## config.mk

```make
export PLATFORM = sky130hd
export DESIGN_NAME = ring_queue_indexed_remove_unit
export DESIGN_NICKNAME = d
export VERILOG_FILES = /design/src/hw/rtl/rqir_pkg.sv /design/src/hw/rtl/rqir_ram.sv /design/src/hw/rtl/ring_queue_indexed_remove_unit.sv
export SDC_FILE = /design/constraint.sdc
export NUM_CORES = 1
export LEC_CHECK = 0
export ABC_CLOCK_PERIOD_IN_PS = 5400
export CAP_MARGIN = 25
export CORE_AREA = 2 2 214 216
export DETAILED_ROUTE_END_ITERATION = 6
export DIE_AREA = 0 0 216 218
export DONT_BUFFER_PORTS = 1
export PLACE_DENSITY = 0.89
export SYNTH_ARGS = -nofsm -noshare
export SYNTH_HDL_FRONTEND = slang
export SYNTH_SLANG_ARGS = --single-unit
```

## constraint.sdc

```tcl
create_clock -name clk -period 5.4 [get_ports clk]
set_clock_uncertainty 0.15 [all_clocks]
set_input_delay 0 -clock clk [delete_from_list [all_inputs] [get_ports clk]]
set_output_delay 0 -clock clk [all_outputs]
set_load 0.05 [all_outputs]
```

## src/hw/rtl/rqir_pkg.sv

```systemverilog
// ----------------------------------------------------------------------------
// rqir_pkg
// Types and constants for the indexed-remove ring queue.
// ----------------------------------------------------------------------------
`default_nettype none

package rqir_pkg;

  localparam int DEPTH     = 16;
  localparam int ITEM_BITS = 32;
  localparam int IDX_W     = $clog2(DEPTH);
  localparam int CNT_W     = $clog2(DEPTH + 1);
  localparam int ACC_W     = $clog2(2 * DEPTH);
  localparam int CFG_W     = 5;
  localparam int CMD_W     = 2;
  localparam int OFF_W     = 4;

  localparam logic [CMD_W-1:0] CMD_APPEND    = 2'd0;
  localparam logic [CMD_W-1:0] CMD_REMOVE    = 2'd1;
  localparam logic [CMD_W-1:0] CMD_READ      = 2'd2;
  localparam logic [CMD_W-1:0] CMD_OVERWRITE = 2'd3;

  localparam logic [CFG_W-1:0] CAP_RESET = 5'd16;

  typedef struct packed {
    logic [CMD_W-1:0]     cmd;
    logic [OFF_W-1:0]     offset;
    logic [ITEM_BITS-1:0] item_data;
  } in_t;

  typedef struct packed {
    logic                 status;
    logic [ITEM_BITS-1:0] read_data;
    logic [CNT_W-1:0]     item_count;
    logic                 is_empty;
    logic                 is_full;
  } out_t;

endpackage

`default_nettype wire

```

## src/hw/rtl/rqir_ram.sv

```systemverilog
// ----------------------------------------------------------------------------
// rqir_ram
// Generic single-write, single-read RAM with registered read data.
// ----------------------------------------------------------------------------
`default_nettype none

module rqir_ram #(
  parameter int WIDTH = 32,
  parameter int DEPTH = 16
) (
  input  wire logic                     clk,
  input  wire logic                     we,
  input  wire logic [$clog2(DEPTH)-1:0] waddr,
  input  wire logic [WIDTH-1:0]         wdata,
  input  wire logic [$clog2(DEPTH)-1:0] raddr,
  output logic      [WIDTH-1:0]         rdata
);

  logic [WIDTH-1:0] mem [DEPTH];

  always_ff @(posedge clk) begin
    if (we) begin
      mem[waddr] <= wdata;
    end
    rdata <= mem[raddr];
  end

endmodule

`default_nettype wire

```

## src/hw/rtl/ring_queue_indexed_remove_unit.sv

```systemverilog
// One transaction in flight: in_ready is low from input accept until the result is raised.
// in_ready returns in the same cycle that out_valid is raised.
// Head, tail and position are reduced modulo the capacity by one shared subtract unit,
// one subtraction per cycle.
// Remove moves each earlier item by a RAM read, then a RAM write.
// Reset (synchronous, rst_n low) clears head, tail, count and sets capacity=16.
// ----------------------------------------------------------------------------
// ring_queue_indexed_remove_unit
// Circular queue with append, indexed remove, indexed read and overwrite,
// sequenced over one shared modulo-subtract unit and a registered-read RAM.
// ----------------------------------------------------------------------------
`default_nettype none

module ring_queue_indexed_remove_unit (
  input  wire logic                          clk,
  input  wire logic                          rst_n,
  input  wire logic                          in_valid,
  output logic                               in_ready,
  input  wire rqir_pkg::in_t                 in_data,
  output logic                               out_valid,
  input  wire logic                          out_ready,
  output rqir_pkg::out_t                     out_data,
  input  wire logic                          cfg_valid,
  output logic                               cfg_ready,
  input  wire logic [rqir_pkg::CFG_W-1:0]    cfg_data
);

  typedef enum logic [7:0] {
    ST_IDLE   = 8'b00000001,
    ST_HRED   = 8'b00000010,
    ST_TRED   = 8'b00000100,
    ST_PRED   = 8'b00001000,
    ST_RDWAIT = 8'b00010000,
    ST_MVRD   = 8'b00100000,
    ST_MVWR   = 8'b01000000,
    ST_FIN    = 8'b10000000
  } state_t;

  state_t                                state_r, state_nxt;
  logic [rqir_pkg::CFG_W-1:0]            cap_cfg_r;
  logic [rqir_pkg::IDX_W-1:0]            head_r, head_nxt;
  logic [rqir_pkg::IDX_W-1:0]            tail_r, tail_nxt;
  logic [rqir_pkg::CNT_W-1:0]            cnt_r, cnt_nxt;
  logic [rqir_pkg::CMD_W-1:0]            cmd_r, cmd_nxt;
  logic [rqir_pkg::OFF_W-1:0]            off_r, off_nxt;
  logic [rqir_pkg::ITEM_BITS-1:0]        data_r, data_nxt;
  logic [rqir_pkg::ACC_W-1:0]            acc_r, acc_nxt;
  logic [rqir_pkg::IDX_W-1:0]            h_r, h_nxt;
  logic [rqir_pkg::IDX_W-1:0]            dst_r, dst_nxt;
  logic [rqir_pkg::OFF_W-1:0]            mv_r, mv_nxt;
  logic                                  fail_r, fail_nxt;
  logic [rqir_pkg::ITEM_BITS-1:0]        rdv_r, rdv_nxt;
  logic                                  out_valid_r, out_valid_nxt;
  rqir_pkg::out_t                        out_data_r, out_data_nxt;

  logic [rqir_pkg::CNT_W-1:0]            cap_eff;
  logic                                  acc_ge;
  logic [rqir_pkg::ACC_W-1:0]            acc_sub;
  logic [rqir_pkg::CNT_W-1:0]            inc_val;
  logic [rqir_pkg::IDX_W-1:0]            src_idx;

  logic                                  ram_we;
  logic [rqir_pkg::IDX_W-1:0]            ram_waddr;
  logic [rqir_pkg::ITEM_BITS-1:0]        ram_wdata;
  logic [rqir_pkg::IDX_W-1:0]            ram_raddr;
  logic [rqir_pkg::ITEM_BITS-1:0]        ram_rdata;

  rqir_ram #(
    .WIDTH (rqir_pkg::ITEM_BITS),
    .DEPTH (rqir_pkg::DEPTH)
  ) u_ram (
    .clk   (clk),
    .we    (ram_we),
    .waddr (ram_waddr),
    .wdata (ram_wdata),
    .raddr (ram_raddr),
    .rdata (ram_rdata)
  );

  assign in_ready  = (state_r == ST_IDLE);
  assign cfg_ready = (state_r == ST_IDLE);
  assign out_valid = out_valid_r;
  assign out_data  = out_data_r;

  always_comb begin
    if (cap_cfg_r == '0) begin
      cap_eff = rqir_pkg::CNT_W'(1);
    end else if (rqir_pkg::CNT_W'(cap_cfg_r) > rqir_pkg::CNT_W'(rqir_pkg::DEPTH)) begin
      cap_eff = rqir_pkg::CNT_W'(rqir_pkg::DEPTH);
    end else begin
      cap_eff = rqir_pkg::CNT_W'(cap_cfg_r);
    end
  end

  // shared modulo-reduction step
  assign acc_ge  = (acc_r >= rqir_pkg::ACC_W'(cap_eff));
  assign acc_sub = acc_r - rqir_pkg::ACC_W'(cap_eff);
  assign inc_val = rqir_pkg::CNT_W'(acc_r[rqir_pkg::IDX_W-1:0]) + rqir_pkg::CNT_W'(1);
  assign src_idx = (dst_r == '0) ? rqir_pkg::IDX_W'(cap_eff - rqir_pkg::CNT_W'(1))
                                 : dst_r - rqir_pkg::IDX_W'(1);

  always_comb begin
    state_nxt     = state_r;
    head_nxt      = head_r;
    tail_nxt      = tail_r;
    cnt_nxt       = cnt_r;
    cmd_nxt       = cmd_r;
    off_nxt       = off_r;
    data_nxt      = data_r;
    acc_nxt       = acc_r;
    h_nxt         = h_r;
    dst_nxt       = dst_r;
    mv_nxt        = mv_r;
    fail_nxt      = fail_r;
    rdv_nxt       = rdv_r;
    out_valid_nxt = out_valid_r && !out_ready;
    out_data_nxt  = out_data_r;
    ram_we        = 1'b0;
    ram_waddr     = acc_r[rqir_pkg::IDX_W-1:0];
    ram_wdata     = data_r;
    ram_raddr     = '0;

    case (state_r)
      ST_IDLE: begin
        if (in_valid) begin
          cmd_nxt   = in_data.cmd;
          off_nxt   = in_data.offset;
          data_nxt  = in_data.item_data;
          acc_nxt   = rqir_pkg::ACC_W'(head_r);
          fail_nxt  = 1'b1;
          rdv_nxt   = '0;
          state_nxt = ST_HRED;
        end
      end
      ST_HRED: begin
        if (acc_ge) begin
          acc_nxt = acc_sub;
        end else begin
          h_nxt = acc_r[rqir_pkg::IDX_W-1:0];
          if (cmd_r == rqir_pkg::CMD_APPEND) begin
            if (cnt_r < cap_eff) begin
              acc_nxt   = rqir_pkg::ACC_W'(tail_r);
              state_nxt = ST_TRED;
            end else begin
              state_nxt = ST_FIN;
            end
          end else if (rqir_pkg::CNT_W'(off_r) < cnt_r) begin
            acc_nxt   = acc_r + rqir_pkg::ACC_W'(off_r);
            state_nxt = ST_PRED;
          end else begin
            state_nxt = ST_FIN;
          end
        end
      end
      ST_TRED: begin
        if (acc_ge) begin
          acc_nxt = acc_sub;
        end else begin
          ram_we    = 1'b1;
          tail_nxt  = (inc_val == cap_eff) ? '0 : inc_val[rqir_pkg::IDX_W-1:0];
          cnt_nxt   = cnt_r + rqir_pkg::CNT_W'(1);
          fail_nxt  = 1'b0;
          state_nxt = ST_FIN;
        end
      end
      ST_PRED: begin
        if (acc_ge) begin
          acc_nxt = acc_sub;
        end else begin
          fail_nxt = 1'b0;
          case (cmd_r)
            rqir_pkg::CMD_READ: begin
              ram_raddr = acc_r[rqir_pkg::IDX_W-1:0];
              state_nxt = ST_RDWAIT;
            end
            rqir_pkg::CMD_OVERWRITE: begin
              ram_we    = 1'b1;
              state_nxt = ST_FIN;
            end
            default: begin
              head_nxt = ((rqir_pkg::CNT_W'(h_r) + rqir_pkg::CNT_W'(1)) == cap_eff) ?
                         '0 : h_r + rqir_pkg::IDX_W'(1);
              cnt_nxt  = cnt_r - rqir_pkg::CNT_W'(1);
              dst_nxt  = acc_r[rqir_pkg::IDX_W-1:0];
              mv_nxt   = off_r;
              state_nxt = (off_r == '0) ? ST_FIN : ST_MVRD;
            end
          endcase
        end
      end
      ST_RDWAIT: begin
        rdv_nxt   = ram_rdata;
        state_nxt = ST_FIN;
      end
      ST_MVRD: begin
        ram_raddr = src_idx;
        state_nxt = ST_MVWR;
      end
      ST_MVWR: begin
        ram_we    = 1'b1;
        ram_waddr = dst_r;
        ram_wdata = ram_rdata;
        dst_nxt   = src_idx;
        mv_nxt    = mv_r - rqir_pkg::OFF_W'(1);
        state_nxt = (mv_r == rqir_pkg::OFF_W'(1)) ? ST_FIN : ST_MVRD;
      end
      ST_FIN: begin
        if (!out_valid_r || out_ready) begin
          out_valid_nxt           = 1'b1;
          out_data_nxt.status     = fail_r;
          out_data_nxt.read_data  = rdv_r;
          out_data_nxt.item_count = cnt_r;
          out_data_nxt.is_empty   = (cnt_r == '0);
          out_data_nxt.is_full    = (cnt_r >= cap_eff);
          state_nxt               = ST_IDLE;
        end
      end
      default: begin
        state_nxt = ST_IDLE;
      end
    endcase
  end

  always_ff @(posedge clk) begin
    if (!rst_n) begin
      state_r     <= ST_IDLE;
      cap_cfg_r   <= rqir_pkg::CAP_RESET;
      head_r      <= '0;
      tail_r      <= '0;
      cnt_r       <= '0;
      out_valid_r <= 1'b0;
    end else begin
      state_r     <= state_nxt;
      head_r      <= head_nxt;
      tail_r      <= tail_nxt;
      cnt_r       <= cnt_nxt;
      out_valid_r <= out_valid_nxt;
      if (cfg_valid && cfg_ready) begin
        cap_cfg_r <= cfg_data;
      end
    end
  end

  always_ff @(posedge clk) begin
    cmd_r      <= cmd_nxt;
    off_r      <= off_nxt;
    data_r     <= data_nxt;
    acc_r      <= acc_nxt;
    h_r        <= h_nxt;
    dst_r      <= dst_nxt;
    mv_r       <= mv_nxt;
    fail_r     <= fail_nxt;
    rdv_r      <= rdv_nxt;
    out_data_r <= out_data_nxt;
  end

  a_cnt_bound: assert property (@(posedge clk) disable iff (!rst_n)
    cnt_r <= rqir_pkg::CNT_W'(rqir_pkg::DEPTH))
    else $error("held count exceeds depth");

  a_busy_after_accept: assert property (@(posedge clk) disable iff (!rst_n)
    (in_valid && in_ready) |=> !in_ready)
    else $error("input accepted twice in a row");

  a_move_nonzero: assert property (@(posedge clk) disable iff (!rst_n)
    (state_r == ST_MVRD || state_r == ST_MVWR) |-> (mv_r != '0))
    else $error("move sequence with zero remaining moves");

  a_result_from_fin: assert property (@(posedge clk) disable iff (!rst_n)
    (out_valid && !$past(out_valid)) |-> $past(state_r == ST_FIN))
    else $error("result raised outside finish state");

endmodule

`default_nettype wire
```

# After elaboration in Yosys (flattened, before gate mapping)
# Memory sizes are Yosys's and may differ from the RTL's. A register that Yosys moved wholly into a read port is not among the register bits.
# Index checks and enable logic that the tools add are counted.
dict set report op_classes {
  n_eq_ne 23
  n_lt_le_gt_ge 5
  n_bitwise 2
  mux 52
  add_sub_neg 10
  reduce_logical 28
}
# op n
set op_table {}
lappend op_table {{2-to-1 mux 8 bit} 10}
lappend op_table {{2-to-1 mux 32 bit} 2}
lappend op_table {{case mux 32 bit (2 select lines)} 1}
lappend op_table {{case mux 8 bit (8 select lines)} 1}
lappend op_table {{2-to-1 mux 5 bit} 11}
lappend op_table {{2-to-1 mux 4 bit} 10}
lappend op_table {{case mux 4 bit (2 select lines)} 3}
lappend op_table {{case mux 8 bit (2 select lines)} 1}
lappend op_table {{case mux 5 bit (3 select lines)} 1}
lappend op_table {{!= test 2 bit, second input constant} 7}
lappend op_table {{subtractor 4 x 1 -> 4 bit, second input constant} 3}
lappend op_table {{adder 4 x 1 -> 5 bit, second input constant} 2}
lappend op_table {{equality test 5 bit} 2}
lappend op_table {{greater-or-equal comparator 5 bit} 2}
lappend op_table {{zero test 5 bit} 2}
lappend op_table {{case mux 5 bit (2 select lines)} 1}
lappend op_table {{AND reduction 2 bit} 5}
lappend op_table {{AND reduction 5 bit} 2}
lappend op_table {{2-to-1 mux 1 bit} 9}
lappend op_table {{AND reduction 3 bit} 3}
lappend op_table {{equality test 8 x 1 -> 1 bit, second input constant} 1}
lappend op_table {{equality test 8 x 2 -> 1 bit, second input constant} 1}
lappend op_table {{equality test 8 x 3 -> 1 bit, second input constant} 1}
lappend op_table {{equality test 8 x 4 -> 1 bit, second input constant} 1}
lappend op_table {{other kinds (28)} 38}
dict set report totals {
  ramBits 512
  wordCells 141
  n_memories 1
  output_inout_bits 43
  register_bits 155
}
# name words width read_ports rd_ports_with_merged_regs write_ports line
set memory_table {}
lappend memory_table {u_ram.mem 16 32 1 1 1 rqir_ram.sv:19} ;# logic [WIDTH-1:0] mem [DEPTH];

# Longest topological paths before layout
# Gate-level depths: netlist of the first run.
dict set report depth {
  ltp_word 8
  depth_mapped 16
  depth_no_buf 11
}

# Hierarchy
# Synthesis of the first run repeated with hierarchy kept, for this count alone.
dict set report hier_totals {
  cells_unflattened 1462
  area_unflattened_um2 27022.2
}
# mod area_each_um2 instances cells_per_inst
set modules_own_cells {}
lappend modules_own_cells {rqir_ram 19854.0 1 838}
lappend modules_own_cells {ring_queue_indexed_remove_unit 7168.1 1 624}

# Worst setup path before layout of the first run
# Ideal clock, no wire load.
dict set report synth_timing {
  path_kind {register -> register}
  start {register cap_cfg_r[4] (netlist name)}
  end {memory u_ram.mem[11][0] (enable)}
  arrival_time_ns 3.681
  stages_incl_launch_ff 12
  slack_ns 1.148
  period_less_slack_ns 4.252
  path_cell_list {dfxtp_1 -> clkbuf_1 -> inv_1 -> nand2_1 -> ha_1 -> nor2b_1 -> o31a_1 -> o22a_1 -> clkbuf_1 -> o21ai_0 -> o21ai_0 -> nor2_1}
}
dict set report synth_between {
  elab_chain_cells 8
  word_cells_on_any_way 10
  classes_between {order compare (2); mux (7); reduce/logical (1)}
}
# item line
set synth_lines {}
lappend synth_lines {{start, declared} ring_queue_indexed_remove_unit.sv:40} ;# logic [rqir_pkg::CFG_W-1:0] cap_cfg_r;
lappend synth_lines {{start signal, assigned} ring_queue_indexed_remove_unit.sv:227} ;# cap_cfg_r <= rqir_pkg::CAP_RESET;
lappend synth_lines {{start signal, assigned} ring_queue_indexed_remove_unit.sv:239} ;# cap_cfg_r <= cfg_data;
lappend synth_lines {{> comparator 5 bit} ring_queue_indexed_remove_unit.sv:88} ;# end else if (rqir_pkg::CNT_W'(cap_cfg_r) > rqir_pkg::CNT_W'(rqir_pkg::DEPTH)) begin
lappend synth_lines {{2-to-1 mux 5 bit} ring_queue_indexed_remove_unit.sv:88}
lappend synth_lines {{2-to-1 mux 5 bit *} ring_queue_indexed_remove_unit.sv:86} ;# if (cap_cfg_r == '0) begin
lappend synth_lines {{greater-or-equal comparator 5 bit *} ring_queue_indexed_remove_unit.sv:96} ;# assign acc_ge = (acc_r >= rqir_pkg::ACC_W'(cap_eff));
lappend synth_lines {{2-to-1 mux 1 bit, on equally long branches} {ring_queue_indexed_remove_unit.sv:167, ring_queue_indexed_remove_unit.sv:156}}
lappend synth_lines {{case mux 1 bit (3 select lines) *} ring_queue_indexed_remove_unit.sv:123} ;# case (state_r)
lappend synth_lines {{2-to-1 mux 1 bit *} rqir_ram.sv:22} ;# if (we) begin
lappend synth_lines {{2-to-1 mux 1 bit (not written as such) *} rqir_ram.sv:23} ;# mem[waddr] <= wdata;
lappend synth_lines {{end, declared} rqir_ram.sv:19}
# Every way passes the cells marked *; elsewhere a longest branch is shown, timed or not.

# Worst setup path in the final report of the first run
dict set report layout_timing {
  start {register cap_cfg_r[4] (netlist name)}
  end {memory u_ram.mem[0][3] (enable)}
}
# The elaborated chain is that of the path after synthesis.

==> results of run 1 <==
-- Yosys cell counts (16+ instances only) --
cell type,instances,area share (%)
a21oi_1,184,3.3
a221oi_1,36,1.1
a221oi_2,34,1.8
a22oi_1,27,0.73
a31oi_1,40,0.90
and2_1,32,0.72
buf_2,26,0.47
clkbuf_1,70,0.94
dfxtp_1,59,4.2
edfxtp_1,640,69
ha_1,25,1.1
inv_1,21,0.28
mux2i_1,70,2.5
nand2_1,404,5.5
nand3_1,80,1.4
nor2_1,51,0.69
nor3_1,16,0.29
o21ai_0,26,0.47
-- power by group --
group	total [mW]	leakage (nW)	internal (mW)	switching [mW]
logic	0.570	3.89	0.178	0.392
clock network	4.78	1.09	2.76	2.02
registers	6.10	6.29	6.04	0.0592
-- flip-flops by register name (all words and copies together), names as in the netlist --
name         count
tail_r           4
rdv_r           32
h_r              4
head_r           4
mv_r             4
acc_r            5
data_r          32
cnt_r            5
off_r            4
dst_r            4
u_ram.mem      512
out_valid        1
cap_cfg_r        5
u_ram.rdata     32
cmd_r            2
fail_r           1
state_r          8
out_data        40
-- critical path: cells and delay by family, from the launching register on --
| family | cells | cell delay [ns] |
|---|---|---|
| simple gates | 3 | 0.91 |
| flops | 1 | 0.46 |
| fa+ha+maj | 1 | 0.31 |
| buf+inv | 3 | 0.90 |
| compound gates | 4 | 1.61 |
-- area by class of cell --
type / count / area, sq um
flip-flops and latches: 699 / 20400
fillers: 2677 / 12900
multi-input cells: 1155 / 7030
clock buffers: 99 / 1940
repair buffers: 150 / 1490
well taps: 600 / 751
clock inverters: 30 / 294
inverters: 23 / 91.3
-- path summary, 6_finish.rpt --
| check | start | to | slack, ns | depth (start not counted) |
|---|---|---|---|---|
| setup reg to reg | cap_cfg_r[4] | u_ram.mem[0][3] | 0.72 | 11 |
| hold / removal | cfg_valid | cap_cfg_r[3] | 0.09 | 4 |
| hold reg to reg | rdv_r[21] | out_data[28] | 0.27 | 0 |
| setup / recovery | cap_cfg_r[4] | u_ram.mem[0][3] | 0.72 | 11 |
-- cell families (layout without fill, tap and decap cells) --
group	Yosys count	in the layout	share of synthesized area [%]
flops	699	699	73.3
mux	71	71	2.56
simple gates	633	633	9.87
fa+ha+maj	28	28	1.34
compound gates	400	400	9.88
buf+inv	139	302	2.29
xor+xnor	23	23	0.724
-- layer usage --
metal	part of all wire, %	track usage [%]
met1	36	39.4
met2	49	50.4
met3	11	6.47
met4	4.2	13.7
met5	0	0
-- timing repair --
| action | CTS | global route |
|---|---|---|
| endpoints found under the hold margin | 77 | 0 |
| buffers inserted | 0 | 0 |
| hold buffers | 95 | 0 |
==> reports/qor.csv, run 1 <==
stage,metric,value,unit
logic_synthesis,Post-synth top flop,edfxtp_1,
global_routing,GRT Overall Usage,30.5,%
logic_synthesis,Syn Inst Count,1993,
run_status,failing checks,DRC,
floorplanning,width of the die,216,microns
setup_path,Crit path top cell by count,o21ai_0,
detailed_routing,DR iter-0 viols,2781,
detailed_routing,via count,18104,
hold_path,hold crit path type,input port to flop,
pwr,leakage,11.3,nW
logic_synthesis,Post-Syn Area,0.0278,sq mm
clocking,CTS Buf Count,70,
timing,Worst Tran Pin Value,1.08,ns
timing,Final setup viols,0,
global_routing,initial antenna violation count,0,
clocking,"Clk Latency, worst-skew pair",0.63,ns
placed_design,Post-DP Area,0.0288,sq mm
timing,Fin Hold WS,0.0871,ns
placed_design,DP HPWL,38600,microns
global_routing,largest net degree at the start of global routing,171,
timing,Final Hold Viols,0,
clocking,Root Buffer,clkbuf_16,
layout,"commonest non-fill, non-tap cell in the layout",edfxtp_1,
logic_synthesis,Async SR Flop Fraction,0,%
layout,Final Core Density,71.3,%
clocking,Worst-path clk slew,0.06,ns
pwr,pwr/cell area,358,mW/mm^2
pwr,Tot Pwr,11.4,mW
layout,Finished Cell Area,0.0320,sq mm
timing,Slew headroom,27.6,%
logic_synthesis,number of synthesized flops with an enable pin,640,
pwr,Worst VDD drop,273,uV
timing,Final WS setup,0.716,ns
placed_design,routability cong.,0.941,
detailed_routing,Post-route DRC,1,
global_routing,vias in the first global route,18265,
layout,synth-to-layout area growth,15.0,%
logic_synthesis,"Seq/Total Area, Yosys",73.3,%
placed_design,Port Buffers,0,
clocking,htree depth,3,
timing,final period utilization,86.7,%
setup_path,Crit. End Element,flop,
timing,Final min period,4.68,ns
detailed_routing,Antenna Nets Post-Route,0,
floorplanning,I/O Pins,91,
layout,share of cells above drive strength 1,10.4,%
floorplanning,die area,0.0471,sq mm
setup_path,Required @ worst endpoint,5.51,ns
setup_path,crit-path max FO,19,
detailed_routing,First-pass DRT Iterations,7,
setup_path,"Critical Path, Cell by Cell",inv_1 > nand2_1 > ha_1 > nor2b_1 > o31a_1 > o22a_1 > o21ai_0 > o21ai_0 > buf_2 > nor2_4 > buf_4,
timing,Slew Limit Fails,0,
floorplanning,Cell Rows,78,
detailed_routing,vias per cell,6.57,
layout,ANT cells,0,
placed_design,placed cells,2530,
logic_synthesis,Synth warnings,0,
layout,most frequent cells in the layout,"640 x edfxtp_1, 404 x nand2_1, 181 x a21oi_1, 95 x dlygate4sd3_1, 80 x nand3_1",
setup_path,Worst EP arrival,4.79,ns
setup_path,Crit Path Category,flop to flop,
clocking,Longest Clk Path Bufs,3,
timing,unrepaired setup endpoints after global routing,no,
global_routing,first-pass GRT wire length,107000,microns
timing,maximum clock frequency,213,MHz
layout,Final Non-Filler Cells,2756,
logic_synthesis,post-synthesis cell type count,61,
clocking,# clock sinks,699,
floorplanning,Die Ht,218,microns
setup_path,slowest library cell on the worst path,o21ai_0,
run_status,status,finished with violations,
clocking,PostCTS Resize Cnt,0,
setup_path,CP Launch Type,flop,
detailed_routing,routed wire length,71800,microns
setup_path,crit-path max cell delay,0.60,ns
logic_synthesis,post-synth net total,2069,
logic_synthesis,register bit total from synthesis,699,
global_routing,grt ovf,0,
logic_synthesis,Syn Area/Cell,14.0,sq um
floorplanning,Starting Density,62.0,%
clocking,CTS tree,built,
floorplanning,core area,0.0449,sq mm
detailed_routing,WL/cell,26.1,microns
placed_design,Post-Place Worst Slack,0.924,ns
layout,Final Net Count,2175,
timing,Setup TNS,0,ns
job,max_cap viols,0,
(Power assumes the default switching activity.)
==> run 2, diff against run 1 <==
--- a/config.mk
+++ b/config.mk
@@ -5,13 +5,13 @@
 export SDC_FILE = /design/constraint.sdc
 export NUM_CORES = 1
 export LEC_CHECK = 0
-export ABC_CLOCK_PERIOD_IN_PS = 5400
+export ABC_CLOCK_PERIOD_IN_PS = 4300
 export CAP_MARGIN = 25
-export CORE_AREA = 2 2 214 216
+export CORE_AREA = 2 2 224 226
 export DETAILED_ROUTE_END_ITERATION = 6
-export DIE_AREA = 0 0 216 218
+export DIE_AREA = 0 0 226 228
 export DONT_BUFFER_PORTS = 1
-export PLACE_DENSITY = 0.89
+export PLACE_DENSITY = 0.86
 export SYNTH_ARGS = -nofsm -noshare
 export SYNTH_HDL_FRONTEND = slang
 export SYNTH_SLANG_ARGS = --single-unit
==> constraint.sdc (replaced) <==
create_clock -name clk -period 4.3 [get_ports clk]
set_clock_uncertainty 0.15 [all_clocks]
set_input_delay 0 -clock clk [delete_from_list [all_inputs] [get_ports clk]]
set_output_delay 0 -clock clk [all_outputs]
set_load 0.05 [all_outputs]
==> run 2 against run 1 <==
- the flow now finishes without violations
- power increased by 27%
- cell area increased by 1.6%
- setup slack got worse by 0.38 ns
- count of clock-buffer cells in the layout decreased by 4
- register-to-register slack got worse by 0.38 ns
- highest routed layer unchanged
==> reports/qor.csv, run 2 (same netlist as run 1, synthesis figures left out) <==
stage,metric,value,unit,change
layout,ANT cells,0,,unchanged
global_routing,first-pass GRT wire length,106000,microns,-1.3%
detailed_routing,Post-route DRC,0,,-1
pwr,Worst VDD drop,346,uV,+27%
timing,Final WS setup,0.333,ns,-0.383 ns
global_routing,GRT Overall Usage,27.3,%,-3.2 points
timing,Slew headroom,27.1,%,-0.54 points
setup_path,"Critical Path, Cell by Cell",nor2b_1 > inv_1 > ha_1 > o21a_1 > o31a_1 > o22a_1 > o21a_4 > buf_4 > mux2i_1 > a221oi_1 > a31oi_1 > nand2_1,,
hold_path,Worst Hold End,state_r[5],,
timing,Final setup viols,0,,unchanged
layout,largest register by flop count,u_ram.mem,,
setup_path,Crit Path Category,flop to flop,,
run_status,status,completed,,
global_routing,initial antenna violation count,0,,unchanged
clocking,Longest Clk Path Bufs,3,,unchanged
layout,max FFs per register,512,,unchanged
clocking,"Clk Latency, worst-skew pair",0.62,ns,about the same
setup_path,r2r setup slk,0.33,ns,-0.38 ns
clocking,# clock sinks,699,,unchanged
timing,Final Hold Viols,0,,unchanged
hold_path,hold crit path type,input port to flop,,
setup_path,Required @ worst endpoint,4.64,ns,-0.87 ns
layout,synth-to-layout area growth,16.9,%,
detailed_routing,WL/cell,24.8,microns,-4.9%
layout,share of cells above drive strength 1,11.3,%,+0.90 points
detailed_routing,First-pass DRT Iterations,6,,-1
clocking,PostCTS Resize Cnt,0,,unchanged
clocking,Setup Buffers After CTS,0,,unchanged
floorplanning,Starting Density,56.4,%,-5.6 points
floorplanning,I/O Pins,91,,unchanged
setup_path,Worst path depth,12,,+1
setup_path,crit-path max cell delay,0.68,ns,+0.08 ns
placed_design,Port Buffers,0,,unchanged
setup_path,slowest library cell on the worst path,o21a_4,,
timing,Worst Tran Pin Value,1.09,ns,+0.00801 ns
global_routing,vias in the first global route,18293,,+0.15%
setup_path,r2r startpoint,cap_cfg_r[2],,
timing,Slew Limit Fails,0,,unchanged
clocking,CTS Hold Buffers Added,96,,+1.1%
detailed_routing,Antenna Nets Post-Route,0,,unchanged
layout,Final Non-Filler Cells,2842,,+3.1%
setup_path,Bufs and invs on worst path,2,,-1
detailed_routing,DR iter-0 viols,2730,,-1.8%
pwr,pwr/cell area,448,mW/mm^2,+25%
setup_path,Crit. End Element,flop,,
pwr,Tot Pwr,14.6,mW,+27%
hold_path,hold path start,rst_n,,
clocking,Root Buffer,clkbuf_16,,
placed_design,Post-DP Area,0.0292,sq mm,+1.5%
setup_path,Top delay family on crit path,compound AO/OA/AOI/OAI gates,,
clocking,CTS tree,built,,
layout,most frequent cells in the layout,"640 x edfxtp_1, 404 x nand2_1, 181 x a21oi_1, 96 x dlygate4sd3_1, 80 x nand3_1",,
pwr,leakage,11.5,nW,+1.6%
placed_design,routability cong.,0.884,,-6.0%
floorplanning,Cell Rows,82,,+5.1%
timing,Final min period,3.97,ns,-0.717 ns
floorplanning,core area,0.0493,sq mm,+9.9%
layout,Final Net Count,2190,,+0.69%
timing,maximum clock frequency,252,MHz,+18%
floorplanning,die area,0.0515,sq mm,+9.4%
placed_design,Post-Place Worst Slack,0.457,ns,-0.467 ns
setup_path,crit-path max FO,35,,+16
timing,unrepaired setup endpoints after global routing,no,,
setup_path,RR Endpoint,u_ram.rdata[3],,
placed_design,DP HPWL,37000,microns,-4.2%
placed_design,placed cells,2619,,+3.5%
setup_path,worst r2r path cells,12,,+1
clocking,htree depth,3,,unchanged
detailed_routing,via count,18207,,+0.57%
layout,"commonest non-fill, non-tap cell in the layout",edfxtp_1,,
job,max_cap viols,0,,unchanged
timing,Setup TNS,0,ns,unchanged
global_routing,largest net degree at the start of global routing,105,,-39%
setup_path,CP Launch Type,flop,,
detailed_routing,routed wire length,70400,microns,-1.9%
layout,Finished Cell Area,0.0325,sq mm,+1.6%
hold_path,Hold Path Depth,2,,-2
setup_path,Worst EP arrival,4.31,ns,-0.48 ns
global_routing,grt ovf,0,,unchanged
clocking,Worst-path clk slew,0.07,ns,about the same
floorplanning,width of the die,226,microns,+4.6%
clocking,CTS Buf Count,69,,-1.4%
timing,final period utilization,92.3,%,+5.5 points
detailed_routing,vias per cell,6.41,,-2.5%
floorplanning,Die Ht,228,microns,+4.6%
## run 2: cell types whose count changed in the layout (fill, tap and decap cells not counted), moves of 2 or more
cell	change
clkbuf_8	+5
clkbuf_1	-6
clkinv_1	-2
buf_12	+18
inv_16	+3
clkinv_16	+2
clkbuf_16	-3
buf_2	-2
inv_6	-3
## run 2: worst max path at each step
stage / startpoint / end / slack [ns]
final: cap_cfg_r[2] / u_ram.rdata[3] / 0.33
after floorplan: cap_cfg_r[4] / u_ram.mem[11][0] / 0.05
after detailed placement: cap_cfg_r[2] / u_ram.rdata[7] / 0.46
after CTS: cap_cfg_r[2] / u_ram.rdata[3] / 0.37
after global placement: cap_cfg_r[2] / u_ram.rdata[15] / 0.59
after global routing: cap_cfg_r[2] / u_ram.rdata[3] / 0.13
## run 2: cell type report
class,instances,area (sq um)
Multi-Input combinational cell,1155,7030
Fill cell,3085,16800
Sequential cell,699,20400
Clock inverter,32,419
Timing Repair Buffer,166,1820
Clock buffer,95,1910
Tap cell,672,841
Inverter,23,91.3
## run 2: routing by layer
layer	up-vias	routed length (microns)	GRT usage [%]
met1	8825	25400	34.7
li1	7748	-	-
met4	0	2830	12.9
met2	1386	34300	45.0
met3	248	7890	5.82
met5	-	0	0
## run 2: where the power goes
| part | switching, mW | internal, mW | leakage (nW) |
|---|---|---|---|
| logic | 0.509 | 0.233 | 4.03 |
| registers | 0.0512 | 7.58 | 6.29 |
| clock network | 2.64 | 3.54 | 1.13 |
## run 2: metrics by stage
stage | util, % | hold WS [ns]
3_5_place_dp | 59.2 | -0.0701
3_3_place_gp | 59.2 | -0.0620
4_1_cts | 65.9 | 0.0349
6_report | 65.9 | 0.0529
2_1_floorplan | - | -0.0782
5_1_grt | 65.9 | 0.0584
